$ cat src/hdl/assert_macros.svh
// ----------------------------------------------------------------------------
// Assertion macros
// Shared concurrent assertion forms, clocked on clk and disabled in reset.
// ----------------------------------------------------------------------------
`ifndef ASSERT_MACROS_SVH
`define ASSERT_MACROS_SVH

// Holds at every clock edge outside reset.
`define ASSERT_ALWAYS(lbl, expr, msg) \
    lbl: assert property (@(posedge clk) disable iff (!rst_n) (expr)) \
        else $error(msg);

// When the antecedent holds, the consequent holds in the next cycle.
`define ASSERT_NEXT(lbl, ante, cons, msg) \
    lbl: assert property (@(posedge clk) disable iff (!rst_n) (ante) |=> (cons)) \
        else $error(msg);

`endif

$ cat src/hdl/dshsd_pkg.sv
// ----------------------------------------------------------------------------
// dshsd_pkg
// Types, constants and lookup functions of the dual stepper half-step driver.
// ----------------------------------------------------------------------------
package dshsd_pkg;

    localparam int NUM_PINS_DEF   = 28;
    localparam int STEP_BITS_DEF  = 16;
    localparam int DELAY_BITS_DEF = 20;
    localparam int COUNT_BITS_DEF = 32;

    // Width of the pin level port.
    localparam int PIN_LEVEL_BITS = 28;

    // Counter memory geometry: eight rows of four counters each.
    localparam int MEM_ROWS  = 8;
    localparam int MEM_LANES = 4;
    localparam int ROW_BITS  = $clog2(MEM_ROWS);
    localparam int LANE_BITS = $clog2(MEM_LANES);

    typedef enum logic [1:0] {
        OP_TICK  = 2'd0,
        OP_MOVE  = 2'd1,
        OP_SET   = 2'd2,
        OP_QUERY = 2'd3
    } op_t;

    typedef enum logic [1:0] {
        ST_OK    = 2'd0,
        ST_RANGE = 2'd1,
        ST_BUSY  = 2'd2
    } status_t;

    // Request to the counter memory, issued when an accepted beat steps, sets or queries.
    typedef struct packed {
        logic                 en;
        logic [ROW_BITS-1:0]  row;
        logic [MEM_LANES-1:0] inc_mask;
        logic [LANE_BITS-1:0] qlane;
    } cnt_req_t;

    // Coil pattern of a half-step phase; bit k drives coil k.
    function automatic logic [3:0] phase_row(input logic [2:0] phase);
        logic [3:0] row;
        case (phase)
            3'd0:    row = 4'b1001;
            3'd1:    row = 4'b0001;
            3'd2:    row = 4'b0011;
            3'd3:    row = 4'b0010;
            3'd4:    row = 4'b0110;
            3'd5:    row = 4'b0100;
            3'd6:    row = 4'b1100;
            3'd7:    row = 4'b1000;
            default: row = 4'b0000;
        endcase
        return row;
    endfunction

    // Pin number of coil k of a motor.
    function automatic logic [4:0] motor_pin(input logic axis, input logic [1:0] k);
        logic [4:0] pin;
        case ({axis, k})
            3'b000:  pin = 5'd14;
            3'b001:  pin = 5'd15;
            3'b010:  pin = 5'd18;
            3'b011:  pin = 5'd23;
            3'b100:  pin = 5'd17;
            3'b101:  pin = 5'd4;
            3'b110:  pin = 5'd27;
            3'b111:  pin = 5'd22;
            default: pin = 5'd0;
        endcase
        return pin;
    endfunction

    // Placement of a pin's write counter: {row, lane}. The four pins of each
    // motor share one row, in coil order, so a step touches a single row.
    function automatic logic [ROW_BITS+LANE_BITS-1:0] pin_slot(input logic [4:0] pin);
        logic [ROW_BITS+LANE_BITS-1:0] slot;
        case (pin)
            5'd14:   slot = {3'd0, 2'd0};
            5'd15:   slot = {3'd0, 2'd1};
            5'd18:   slot = {3'd0, 2'd2};
            5'd23:   slot = {3'd0, 2'd3};
            5'd17:   slot = {3'd1, 2'd0};
            5'd4:    slot = {3'd1, 2'd1};
            5'd27:   slot = {3'd1, 2'd2};
            5'd22:   slot = {3'd1, 2'd3};
            5'd0:    slot = {3'd2, 2'd0};
            5'd1:    slot = {3'd2, 2'd1};
            5'd2:    slot = {3'd2, 2'd2};
            5'd3:    slot = {3'd2, 2'd3};
            5'd5:    slot = {3'd3, 2'd0};
            5'd6:    slot = {3'd3, 2'd1};
            5'd7:    slot = {3'd3, 2'd2};
            5'd8:    slot = {3'd3, 2'd3};
            5'd9:    slot = {3'd4, 2'd0};
            5'd10:   slot = {3'd4, 2'd1};
            5'd11:   slot = {3'd4, 2'd2};
            5'd12:   slot = {3'd4, 2'd3};
            5'd13:   slot = {3'd5, 2'd0};
            5'd16:   slot = {3'd5, 2'd1};
            5'd19:   slot = {3'd5, 2'd2};
            5'd20:   slot = {3'd5, 2'd3};
            5'd21:   slot = {3'd6, 2'd0};
            5'd24:   slot = {3'd6, 2'd1};
            5'd25:   slot = {3'd6, 2'd2};
            5'd26:   slot = {3'd6, 2'd3};
            5'd28:   slot = {3'd7, 2'd0};
            5'd29:   slot = {3'd7, 2'd1};
            5'd30:   slot = {3'd7, 2'd2};
            5'd31:   slot = {3'd7, 2'd3};
            default: slot = {3'd7, 2'd3};
        endcase
        return slot;
    endfunction

endpackage

$ cat src/hdl/dshsd_count_mem.sv
// ----------------------------------------------------------------------------
// dshsd_count_mem
// Per-pin write counters in a row-organized memory with read-modify-write.
// ----------------------------------------------------------------------------
`include "assert_macros.svh"

module dshsd_count_mem #(
    parameter int COUNT_BITS = dshsd_pkg::COUNT_BITS_DEF
) (
    input  logic                  clk,
    input  logic                  rst_n,
    input  dshsd_pkg::cnt_req_t   req,
    output logic [COUNT_BITS-1:0] cnt
);

    typedef logic [dshsd_pkg::MEM_LANES-1:0][COUNT_BITS-1:0] row_t;

    row_t                             mem [dshsd_pkg::MEM_ROWS];
    logic [dshsd_pkg::MEM_ROWS-1:0]   row_valid_reg;
    dshsd_pkg::cnt_req_t              req_reg;
    row_t                             rd_data_reg;
    logic                             rd_valid_reg;
    logic                             wr_valid_reg;
    logic [dshsd_pkg::ROW_BITS-1:0]   wr_row_reg;
    row_t                             wr_data_reg;

    row_t cur_row;
    row_t new_row;
    logic wr_en;

    // A row never written reads as zero. The write of the previous request
    // lands at the same edge as this request's read, so it is forwarded.
    always_comb
    begin
        if (wr_valid_reg && (wr_row_reg == req_reg.row))
        begin
            cur_row = wr_data_reg;
        end
        else if (rd_valid_reg)
        begin
            cur_row = rd_data_reg;
        end
        else
        begin
            cur_row = '0;
        end
        for (int k = 0; k < dshsd_pkg::MEM_LANES; k++)
        begin
            new_row[k] = cur_row[k] + COUNT_BITS'(req_reg.inc_mask[k]);
        end
        wr_en = req_reg.en && (req_reg.inc_mask != '0);
        cnt   = cur_row[req_reg.qlane];
    end

    always_ff @(posedge clk)
    begin
        if (req.en)
        begin
            rd_data_reg <= mem[req.row];
        end
        if (wr_en)
        begin
            mem[req_reg.row] <= new_row;
        end
        wr_row_reg  <= req_reg.row;
        wr_data_reg <= new_row;
    end

    always_ff @(posedge clk or negedge rst_n)
    begin
        if (!rst_n)
        begin
            req_reg       <= '0;
            rd_valid_reg  <= 1'b0;
            wr_valid_reg  <= 1'b0;
            row_valid_reg <= '0;
        end
        else
        begin
            req_reg      <= req;
            wr_valid_reg <= wr_en;
            if (req.en)
            begin
                rd_valid_reg <= row_valid_reg[req.row];
            end
            if (wr_en)
            begin
                row_valid_reg[req_reg.row] <= 1'b1;
            end
        end
    end

    `ASSERT_ALWAYS(a_written_row_valid, !wr_valid_reg || row_valid_reg[wr_row_reg], "written row not marked valid")
    `ASSERT_NEXT(a_req_follows, req.en, req_reg.en, "memory request lost")
    `ASSERT_ALWAYS(a_write_has_req, !wr_en || req_reg.en, "write without request")

endmodule

$ cat src/hdl/dual_stepper_half_step_driver.sv
// ----------------------------------------------------------------------------
// dual_stepper_half_step_driver
// Two four-coil half-step motor sequencers with direct pin control.
// ----------------------------------------------------------------------------
// Usage: commands enter on the input channel (in_valid, in_stall) as one beat
// each: a tick, a motor move, a pin set or a pin query. Every input beat gives
// exactly one result beat on the output channel (out_valid, out_stall), in
// order, carrying the pin levels, the busy flag, the operation count, the
// queried write count and a status code.
// An accepted beat is registered in the memory stage and then written into the
// output queue; out_valid rises once the result is in the queue.
// Throughput is one beat per cycle while out_stall is low; the counter memory's
// read-modify-write makes at most one row access per beat, with the last write
// forwarded to the next read.
// Reset clears the phases, pin levels, counters and move state at once; the
// counter memory uses per-row valid bits, so no clearing pass is needed.
// When the receiver stalls, results wait in a two-entry output queue.
// in_stall rises once the beats in the memory stage and the queue together
// take up both queue entries and the receiver is not taking one this cycle.
// ----------------------------------------------------------------------------
`include "assert_macros.svh"

module dual_stepper_half_step_driver #(
    parameter int NUM_PINS   = dshsd_pkg::NUM_PINS_DEF,
    parameter int STEP_BITS  = dshsd_pkg::STEP_BITS_DEF,
    parameter int DELAY_BITS = dshsd_pkg::DELAY_BITS_DEF,
    parameter int COUNT_BITS = dshsd_pkg::COUNT_BITS_DEF
) (
    input  logic                                clk,
    input  logic                                rst_n,

    input  logic                                in_valid,
    output logic                                in_stall,
    input  logic [1:0]                          operation,
    input  logic                                axis,
    input  logic signed [STEP_BITS-1:0]         step_count,
    input  logic [DELAY_BITS-1:0]               step_delay,
    input  logic [4:0]                          pin_number,
    input  logic                                pin_value,

    output logic                                out_valid,
    input  logic                                out_stall,
    output logic [dshsd_pkg::PIN_LEVEL_BITS-1:0] pin_levels,
    output logic                                busy_res,
    output logic [COUNT_BITS-1:0]               ops_total,
    output logic [COUNT_BITS-1:0]               pin_write_count,
    output logic [1:0]                          status
);

    localparam int LVB = dshsd_pkg::PIN_LEVEL_BITS;

    // Control state of the motors and pins.
    logic [2:0]            x_phase_reg, x_phase_next;
    logic [2:0]            y_phase_reg, y_phase_next;
    logic [NUM_PINS-1:0]   levels_reg, levels_next;
    logic [COUNT_BITS-1:0] ops_reg, ops_next;
    logic                  move_active_reg, move_active_next;
    logic                  move_axis_reg, move_axis_next;
    logic                  move_reverse_reg, move_reverse_next;
    logic [STEP_BITS-1:0]  steps_left_reg, steps_left_next;
    logic [DELAY_BITS-1:0] wait_counter_reg, wait_counter_next;
    logic [DELAY_BITS-1:0] wait_reload_reg, wait_reload_next;
    dshsd_pkg::status_t    status_next;

    // Memory stage: the result waits here for the counter read.
    logic                  s1_valid_reg;
    logic [LVB-1:0]        s1_levels_reg;
    logic                  s1_busy_reg;
    logic [COUNT_BITS-1:0] s1_ops_reg;
    dshsd_pkg::status_t    s1_status_reg;
    logic                  s1_query_reg;
    logic [COUNT_BITS-1:0] mem_cnt;

    // Output queue, two entries.
    logic [LVB-1:0]        q_levels [2];
    logic                  q_busy   [2];
    logic [COUNT_BITS-1:0] q_ops    [2];
    logic [COUNT_BITS-1:0] q_cnt    [2];
    dshsd_pkg::status_t    q_status [2];
    logic                  q_head_reg, q_tail_reg;
    logic [1:0]            q_cnt_reg;
    logic [1:0]            occ;
    logic                  pop;
    logic                  accept;

    dshsd_pkg::op_t        op;
    dshsd_pkg::cnt_req_t   req;
    logic                  do_step, do_finish, set_wr, query;
    logic                  step_axis, step_rev;
    logic [2:0]            phase, phase_new;
    logic [3:0]            coil_bits;
    logic [DELAY_BITS-1:0] wc_dec;
    logic [STEP_BITS-1:0]  cnt_u, mag;
    logic                  pin_bad;
    logic [4:0]            mpin;
    logic [dshsd_pkg::ROW_BITS+dshsd_pkg::LANE_BITS-1:0] slot, step_slot;
    logic [31:0]           levels_wide;

    assign pop       = out_valid && !out_stall;
    assign occ       = q_cnt_reg + {1'b0, s1_valid_reg};
    assign in_stall  = (occ == 2'd2) && !pop;
    assign accept    = in_valid && !in_stall;

    always_comb
    begin
        op                = dshsd_pkg::op_t'(operation);
        x_phase_next      = x_phase_reg;
        y_phase_next      = y_phase_reg;
        levels_next       = levels_reg;
        ops_next          = ops_reg;
        move_active_next  = move_active_reg;
        move_axis_next    = move_axis_reg;
        move_reverse_next = move_reverse_reg;
        steps_left_next   = steps_left_reg;
        wait_counter_next = wait_counter_reg;
        wait_reload_next  = wait_reload_reg;
        status_next       = dshsd_pkg::ST_OK;
        do_step           = 1'b0;
        do_finish         = 1'b0;
        set_wr            = 1'b0;
        query             = 1'b0;
        step_axis         = move_axis_reg;
        step_rev          = move_reverse_reg;

        wc_dec  = (wait_counter_reg != '0) ? wait_counter_reg - 1'b1 : '0;
        cnt_u   = step_count;
        mag     = step_count[STEP_BITS-1] ? (~cnt_u + 1'b1) : cnt_u;
        pin_bad = {1'b0, pin_number} >= 6'(NUM_PINS);
        slot    = dshsd_pkg::pin_slot(pin_number);

        case (op)
            dshsd_pkg::OP_TICK:
            begin
                if (move_active_reg)
                begin
                    wait_counter_next = wc_dec;
                    if (wc_dec == '0)
                    begin
                        if (steps_left_reg != '0)
                        begin
                            do_step           = 1'b1;
                            steps_left_next   = steps_left_reg - 1'b1;
                            wait_counter_next = wait_reload_reg;
                        end
                        else
                        begin
                            do_finish        = 1'b1;
                            move_active_next = 1'b0;
                        end
                    end
                end
            end
            dshsd_pkg::OP_MOVE:
            begin
                if (move_active_reg)
                begin
                    status_next = dshsd_pkg::ST_BUSY;
                end
                else if (step_count != '0)
                begin
                    do_step           = 1'b1;
                    step_axis         = axis;
                    step_rev          = step_count[STEP_BITS-1];
                    move_axis_next    = axis;
                    move_reverse_next = step_count[STEP_BITS-1];
                    steps_left_next   = mag - 1'b1;
                    wait_counter_next = step_delay;
                    wait_reload_next  = step_delay;
                    move_active_next  = 1'b1;
                end
            end
            dshsd_pkg::OP_SET, dshsd_pkg::OP_QUERY:
            begin
                if (move_active_reg)
                begin
                    status_next = dshsd_pkg::ST_BUSY;
                end
                else if (pin_bad)
                begin
                    status_next = dshsd_pkg::ST_RANGE;
                end
                else if (op == dshsd_pkg::OP_SET)
                begin
                    set_wr = 1'b1;
                end
                else
                begin
                    query = 1'b1;
                end
            end
            default:
            begin
                status_next = dshsd_pkg::ST_OK;
            end
        endcase

        // A step drives the moving motor's coils from the current phase;
        // the end of a move drives the same coils low.
        phase     = step_axis ? y_phase_reg : x_phase_reg;
        coil_bits = do_finish ? 4'b0000 : dshsd_pkg::phase_row(phase);
        phase_new = step_rev ? phase - 3'd1 : phase + 3'd1;
        step_slot = dshsd_pkg::pin_slot(dshsd_pkg::motor_pin(step_axis, 2'd0));

        req.en       = accept && (do_step || set_wr || query);
        req.row      = slot[dshsd_pkg::LANE_BITS +: dshsd_pkg::ROW_BITS];
        req.qlane    = slot[dshsd_pkg::LANE_BITS-1:0];
        req.inc_mask = '0;

        if (do_step || do_finish)
        begin
            req.row = step_slot[dshsd_pkg::LANE_BITS +: dshsd_pkg::ROW_BITS];
            for (int k = 0; k < dshsd_pkg::MEM_LANES; k++)
            begin
                mpin = dshsd_pkg::motor_pin(step_axis, 2'(k));
                req.inc_mask[k] = do_step && ({1'b0, mpin} < 6'(NUM_PINS));
                for (int n = 0; n < NUM_PINS; n++)
                begin
                    if ({1'b0, mpin} == 6'(n))
                    begin
                        levels_next[n] = coil_bits[k];
                    end
                end
            end
        end
        else
        begin
            mpin = '0;
        end

        if (do_step)
        begin
            ops_next = ops_reg + 1'b1;
            if (step_axis)
            begin
                y_phase_next = phase_new;
            end
            else
            begin
                x_phase_next = phase_new;
            end
        end

        if (set_wr)
        begin
            ops_next = ops_reg + 1'b1;
            req.inc_mask[req.qlane] = 1'b1;
            for (int n = 0; n < NUM_PINS; n++)
            begin
                if ({1'b0, pin_number} == 6'(n))
                begin
                    levels_next[n] = pin_value;
                end
            end
        end

        levels_wide = 32'(levels_next);
    end

    dshsd_count_mem #(
        .COUNT_BITS (COUNT_BITS)
    ) u_count_mem (
        .clk   (clk),
        .rst_n (rst_n),
        .req   (req),
        .cnt   (mem_cnt)
    );

    always_ff @(posedge clk or negedge rst_n)
    begin
        if (!rst_n)
        begin
            x_phase_reg      <= '0;
            y_phase_reg      <= '0;
            levels_reg       <= '0;
            ops_reg          <= '0;
            move_active_reg  <= 1'b0;
            move_axis_reg    <= 1'b0;
            move_reverse_reg <= 1'b0;
            steps_left_reg   <= '0;
            wait_counter_reg <= '0;
            wait_reload_reg  <= '0;
            s1_valid_reg     <= 1'b0;
            q_head_reg       <= 1'b0;
            q_tail_reg       <= 1'b0;
            q_cnt_reg        <= '0;
        end
        else
        begin
            if (accept)
            begin
                x_phase_reg      <= x_phase_next;
                y_phase_reg      <= y_phase_next;
                levels_reg       <= levels_next;
                ops_reg          <= ops_next;
                move_active_reg  <= move_active_next;
                move_axis_reg    <= move_axis_next;
                move_reverse_reg <= move_reverse_next;
                steps_left_reg   <= steps_left_next;
                wait_counter_reg <= wait_counter_next;
                wait_reload_reg  <= wait_reload_next;
            end
            s1_valid_reg <= accept;
            if (s1_valid_reg)
            begin
                q_tail_reg <= ~q_tail_reg;
            end
            if (pop)
            begin
                q_head_reg <= ~q_head_reg;
            end
            q_cnt_reg <= q_cnt_reg + {1'b0, s1_valid_reg} - {1'b0, pop};
        end
    end

    // Payload registers: snapshot at acceptance, then queue entries.
    always_ff @(posedge clk)
    begin
        if (accept)
        begin
            s1_levels_reg <= levels_wide[LVB-1:0];
            s1_busy_reg   <= move_active_next;
            s1_ops_reg    <= ops_next;
            s1_status_reg <= status_next;
            s1_query_reg  <= query;
        end
        if (s1_valid_reg)
        begin
            q_levels[q_tail_reg] <= s1_levels_reg;
            q_busy[q_tail_reg]   <= s1_busy_reg;
            q_ops[q_tail_reg]    <= s1_ops_reg;
            q_cnt[q_tail_reg]    <= s1_query_reg ? mem_cnt : '0;
            q_status[q_tail_reg] <= s1_status_reg;
        end
    end

    assign out_valid       = (q_cnt_reg != 2'd0);
    assign pin_levels      = q_levels[q_head_reg];
    assign busy_res        = q_busy[q_head_reg];
    assign ops_total       = q_ops[q_head_reg];
    assign pin_write_count = q_cnt[q_head_reg];
    assign status          = q_status[q_head_reg];

    `ASSERT_ALWAYS(a_occ_bound, occ != 2'd3, "pipeline holds more beats than the queue can take")
    `ASSERT_ALWAYS(a_idle_no_steps, move_active_reg || (steps_left_reg == '0), "steps left while idle")
    `ASSERT_NEXT(a_busy_holds_pins, accept && (op != dshsd_pkg::OP_TICK) && move_active_reg, $stable(levels_reg) && $stable(ops_reg), "rejected command changed state")
    `ASSERT_NEXT(a_no_push_overflow, s1_valid_reg && !pop, q_cnt_reg != 2'd0, "result beat lost")

endmodule
$ cat config.mk
export PLATFORM = sky130hd
export DESIGN_NAME = dual_stepper_half_step_driver
export DESIGN_NICKNAME = d
export VERILOG_FILES = /design/src/hdl/dshsd_pkg.sv /design/src/hdl/dshsd_count_mem.sv /design/src/hdl/dual_stepper_half_step_driver.sv
export VERILOG_INCLUDE_DIRS = /design/src /design/src/hdl
export SDC_FILE = /design/constraint.sdc
export NUM_CORES = 2
export LEC_CHECK = 0
export BUFFER_PORTS_ARGS = -buffer_cell sky130_fd_sc_hd__buf_2
export CORE_MARGIN = 2
export CORE_UTILIZATION = 35
export CTS_CLUSTER_SIZE = 16
export DETAILED_ROUTE_END_ITERATION = 12
export PLACE_DENSITY = 0.48
export REMOVE_ABC_BUFFERS = 1
export SYNTH_ARGS = -nofsm -noshare
export SYNTH_HDL_FRONTEND = slang
export SYNTH_SLANG_ARGS = --single-unit
$ cat constraint.sdc
create_clock -name clk -period 10.6 [get_ports clk]
set_input_delay 1.59 -clock clk [delete_from_list [all_inputs] [get_ports clk]]
set_output_delay 1.59 -clock clk [all_outputs]
set_load 0.01 [all_outputs]
[Word-level counts from Yosys, hierarchy flattened]
Memories as Yosys holds them, arrays and structs flattened. A register that Yosys moved wholly into a read port is not among the register bits.
Cells that the tools add are included.
Cells by class
  reductions and logical operators: 37
  multiplexer cells: 218
  magnitude comparators: 11
  bitwise gates (word level): 7
  add/sub/neg operators: 13
  equal/unequal tests: 145
Operator list (count)
  5-bit equality test (second input constant): 60
  128-bit 2-to-1 mux: 2
  5-bit by 4-bit equality test with 1-bit output (second input constant): 40
  1-bit 2-to-1 mux: 174
  32-bit by 1-bit adder with 32-bit output: 4
  32-bit 2-to-1 mux: 4
  20-bit 2-to-1 mux: 6
  5-bit by 3-bit equality test with 1-bit output (second input constant): 20
  16-bit 2-to-1 mux: 6
  32-bit binary-select mux with 2-bit select: 1
  28-bit 2-to-1 mux: 2
  5-bit by 2-bit equality test with 1-bit output (second input constant): 10
  20-bit case mux with 2 select lines: 1
  5-bit case mux with 2 select lines: 4
  32-bit by 1-bit adder with 32-bit output (second input constant): 1
  16-bit case mux with 2 select lines: 1
  16-bit nonzero test: 2
  16-bit by 1-bit subtractor with 16-bit output (second input constant): 2
  5-bit by 1-bit equality test with 1-bit output (second input constant): 5
  5-bit logical NOT: 5
  20-bit logical NOT: 1
  5-bit less-than comparator (second input constant): 4
  5-bit 2-to-1 mux: 4
  20-bit nonzero test: 1
  other kinds (39): 71
Word-level totals
  bits in registers: 345
  memory bits (read-only): 352
  memory bits (writable): 1214
  memories: 9
  input bits: 49
Memories
  u_count_mem.mem: words 8, width 128, read ports 1, clocked after Yosys merged registers in 1, wr ports 1, line dshsd_count_mem.sv:18  | row_t mem [dshsd_pkg::MEM_ROWS];
  (no name shown): words 32, width 5, read ports 1, clocked after Yosys merged registers in 0, wr ports 0, line dshsd_pkg.sv:80  | case (pin)
  (no name shown): words 32, width 5, read ports 1, clocked after Yosys merged registers in 0, wr ports 0, line dshsd_pkg.sv:80
  q_cnt: words 2, width 32, read ports 1, clocked after Yosys merged registers in 0, wr ports 1, line dual_stepper_half_step_driver.sv:78  | logic [COUNT_BITS-1:0] q_cnt [2];
  q_ops: words 2, width 32, read ports 1, clocked after Yosys merged registers in 0, wr ports 1, line dual_stepper_half_step_driver.sv:77  | logic [COUNT_BITS-1:0] q_ops [2];
  q_levels: words 2, width 28, read ports 1, clocked after Yosys merged registers in 0, wr ports 1, line dual_stepper_half_step_driver.sv:75  | logic [LVB-1:0] q_levels [2];
  3 more memories

[Logic depth before layout (Yosys ltp)]
  word-level depth: 16
  mapped depth: 18
  depth with buffers taken out: 12

[By module]
From an unflattened synthesis, not the netlist that was laid out.
Second synthesis, totals
  cell total of the unflattened synthesis: 4415
  area total of the unflattened synthesis: 70418.8 µm²
Modules (own cells, without submodules)
  dshsd_count_mem: cells each 2932, instances 1, sequential area each 37716.2 µm², area an instance 52499.1 µm²
  dual_stepper_half_step_driver: cells each 1483, instances 1, sequential area each 10880.4 µm², area an instance 17919.7 µm²

[Worst setup path after synthesis]
Ideal clock, no wire load.
  kind: register to register
  start: reg u_count_mem.req_reg[2] (netlist name)
  end: reg u_count_mem.row_valid_reg[0] (netlist name)
  cell stages (with the launch flop): 5
  arrival time: 10.114 ns
  buffers on the path: 0
  slack: 0.366 ns
  clock period less this slack: 10.234 ns
  path through: dfrtp_1 > o41a_1 > nand2b_1 > nor3_1 > or2_2
On the way
  longest elaborated chain between the ends: 2
Ends and longest elaborated chain
  start, declared: line dshsd_count_mem.sv:20  | dshsd_pkg::cnt_req_t req_reg;
  start signal, assigned: line dshsd_count_mem.sv:80  | req_reg <= req;
  4-bit nonzero test: line dshsd_count_mem.sv:51  | wr_en = req_reg.en && (req_reg.inc_mask != '0);
  1-bit logical AND: line dshsd_count_mem.sv:51
  named net u_count_mem.wr_en: line dshsd_count_mem.sv:29  | logic wr_en;
  end signal, assigned: line dshsd_count_mem.sv:76  | row_valid_reg <= '0;
  end signal, assigned by index: line dshsd_count_mem.sv:88  | row_valid_reg[req_reg.row] <= 1'b1;
  end, declared: line dshsd_count_mem.sv:19  | logic [dshsd_pkg::MEM_ROWS-1:0] row_valid_reg;
The timed path passes the listed nets, and every way through them passes these cells.
A chain may end at the register's enable or synchronous reset.

[Worst setup path in the final report]
  start: in step_count[3]
  end: reg u_count_mem.rd_data_reg[11] (netlist name), read port of u_count_mem.mem (data pin)
On the way
  longest elaborated chain between the ends: 8
  elaborated cells between the ends (all ways): 15
  those cells by class: 8 x mux; 1 x bitwise; 5 x reduce/logical; 1 x memory
Ends and longest elaborated chain
  start, declared: line dual_stepper_half_step_driver.sv:36  | input logic signed [STEP_BITS-1:0] step_count,
  16-bit nonzero test *: line dual_stepper_half_step_driver.sv:159  | else if (step_count != '0)
  1-bit 2-to-1 mux: line dual_stepper_half_step_driver.sv:159
  1-bit 2-to-1 mux (2 in a row)
  1-bit inverter: line dshsd_pkg.sv:62  | case ({axis, k})
  5-bit case mux with 2 select lines: line dshsd_pkg.sv:62
  memory read 32 x 5 bit
  7-bit 2-to-1 mux: line dual_stepper_half_step_driver.sv:209  | if (do_step || do_finish)
  end, declared: line dshsd_count_mem.sv:21  | row_t rd_data_reg;
Mark *: on every way between the ends. The rest lies on a longest branch, timed or not.

==> impl_results.md <==
* Outcome: finished clean
* Utilization after layout at about 40%
* CTS root buf: clkbuf_16
* Slew headroom at between 20% and 30%
* Worst Tran Pin Value at approximately 1100 ps
* Leakage at 27.15 nW
* CP startpoint: step_count[3]
* Critical path class: in2reg
* Final Critical Period at roughly 6000 ps
* Syn Std Cell Area at between 60,000 and 70,000 sq um
* Clock skew at ~38 ps
* Hold Buf Count CTS at 0
* Antenna-violating nets left at 0
* Gp weighted congestion at slightly below 0.8
* Post-synthesis sequential area ratio at a little under 70%
* Gr ovfl total at 0
* Die H at about 450 um
* Worst hold margin at 439.7 ps
* Uppermost layer routed: met4
* DP Area at between 70,000 and 80,000 sq um
* Synth top cells by count: 1,406 x edfxtp_1, 1,168 x nor2_1, 302 x a21oi_1, 235 x nand2_1, 217 x clkbuf_1
* CP required at between 10,000 and 15,000 ps
* Maximum vdd ir drop at 0.1687 mV
* Via density at about 5.2
* Reg2Reg Setup Slack at ~4800 ps
* Reg2reg start: wait_counter_reg[0]
* Met1 WL at 86,860 um
* Share of layout cells above drive strength 1 at between 10% and 20%
* DRC viols at 0
* Drt pass-1 iters at 6
* Most common cell in the synthesized netlist: edfxtp_1
* Synth top area share at between 60% and 70%
* Number of distinct library cells after synthesis at 84
* Post-CTS setup buffer count at 0
* Chip width at approximately 450 um
* WL met2 at a little over 90,000 um
* Clock Pin Slew Worst Setup and Hold Paths at roughly 60 ps
* Largest register FFs at between 1,000 and 1,500
* WL/cell at ~23 um
* Synthesized flop and latch total at around 1,700
* Worst setup EP type: flop
* Synth Warn # at 0
* Drt first-iter violations at around 3,600
* Area of the core at 199,200 sq um
* FF-to-FF End: u_count_mem.rd_data_reg[50]
* Area leader, netlist: edfxtp_1
* Power Density at 229.2 nW/um^2
* Fin nets at about 5,500
* Ys async rst share at under 10%
* Worst Hold Class: reg2reg
* CP Data Arrival Time at approximately 6700 ps
* Routed met3 length at ~8600 um
* Port buffer count at around 150
* Vias in the first global route at between 40,000 and 50,000
* Avg Inst Size Synth at approximately 13 sq um
* Via count at approximately 43,000
* Final std cells w/o fill at 8,274
* H-tree level count at 4
* Clk Latency, worst-skew pair at a little over 800 ps
* Cell Count Post-Placement at 7,924
* MaxCap Viol Count at 0
* Initial antenna violation count at 4
* Number of synthesized flops with an enable pin at approximately 1,400
* Final total power at about 0.018 W
* Initial core utilization at roughly a third
* Final period util at 56.86%
* Post_cts resized at 0
* GRT Util Overall at 18.61%
* Largest net degree at the start of global routing at between 150 and 200
* Fin. max-slew vios at 0
* Final count of negative-setup-slack endpoints at 0
* CTS tree: built
* Site Rows at roughly 160
* First-pass GRT wire length at roughly 290,000 um
* Top_reg_cell synth: edfxtp_1
* I/O pin cnt at roughly 150
* Full die area at just over 200,000 sq um
* CTS sink cnt at between 1,500 and 2,000
* P&R area growth vs syn at 13.78%
* Cells after synthesis at between 5,000 and 6,000
* Critical Path Sink: u_count_mem.rd_data_reg[11]
* Critical path fanouts, max at 60
* Dpl hpwl at between 100,000 and 150,000 um
* Post-route cell area at 79,580 sq um
* Critical Path Source Type: primary input
* RSZ-0062 raised after global routing: false
* Synth top area cells: edfxtp_1 60%, nor2_1 6.3%, dfrtp_1 5.4%
* Num CTS Buffers at approximately 180
* Clock buffer depth at 3
* Fmax at 165.9 MHz
* WL final at between 150,000 and 200,000 um
* Fin. Hold Viols at 0
* R2R cell count at 13
==> power by group <==
part           total, W  switching (W)  internal (W)
logic           0.00308        0.00201       0.00107
registers       0.00869       0.000417       0.00827
clock network   0.00647        0.00269       0.00379
==> worst min-delay path by stage <==
stage,start,to,depth (start not counted)
after floorplan,u_count_mem.req_reg[6],u_count_mem.wr_row_reg[0],0
after global placement,s1_levels_reg[20],q_levels[0][20],0
after detailed placement,s1_busy_reg,q_busy[0],0
after CTS,s1_levels_reg[23],q_levels[0][23],0
after global routing,s1_levels_reg[16],q_levels[0][16],0
final,s1_levels_reg[23],q_levels[0][23],0
==> layout by cell type, fill, tap and decap left out, types with 65 or more instances in the layout <==
master	instances
o32ai_1	78
a21oi_1	302
xor2_1	123
nand3_1	142
o21ai_0	193
and3_1	132
edfxtp_1	1406
o221ai_1	129
nor2_1	1161
dfrtp_1	146
buf_2	144
clkbuf_16	187
xnor2_1	106
nand2_1	235
nor3_1	84
mux2_2	142
buf_4	65
dfxtp_1	131
==> cell type report <==
class	count	area, sq um
Fill cell	18487	119700
Sequential cell	1687	48610
Multi-Input combinational cell	3324	19940
Clock buffer	256	5139
Tap cell	2656	3323
Timing Repair Buffer	221	1440
Clock inverter	91	978.4
Inverter	36	142.6
Antenna cell	3	7.507
==> per-layer routing <==
layer | GRT usage (%) | vias to the layer above
li1 | - | 20019
met1 | 25.41 | 22148
met2 | 30.91 | 998
met3 | 2.667 | 260
met4 | 5.137 | 0
met5 | 0 | -
==> stage by stage <==
stage                     worst slack [ps]  TNS, ps
after floorplan                      -6888  -827350
after global placement                3811        0
after detailed placement              3754        0
after CTS                             4658        0
after global routing                  4298        0
final                                 4573        0
==> kinds of logic (layout without fill, tap and decap cells) <==
family | after synthesis | in the layout | share of synthesized area, %
fa+ha+maj | 20 | 20 | 0.3685
buf+inv | 362 | 604 | 2.285
other cells | 0 | 3 | 0
mux | 205 | 205 | 3.764
xor+xnor | 229 | 229 | 2.868
compound gates | 866 | 866 | 8.526
simple gates | 2004 | 2004 | 12.71
flops | 1687 | 1687 | 69.48
==> critical path: stages <==
cell and delay (ps):
buf_2 120, or4_1 680, nor3_1 590, a211o_1 420, o21a_1 280, and2_1 650
nand2_8 370, inv_6 720, buf_4 670, o221ai_1 280, o32ai_2 170
Power figures use the tool's default switching activity.
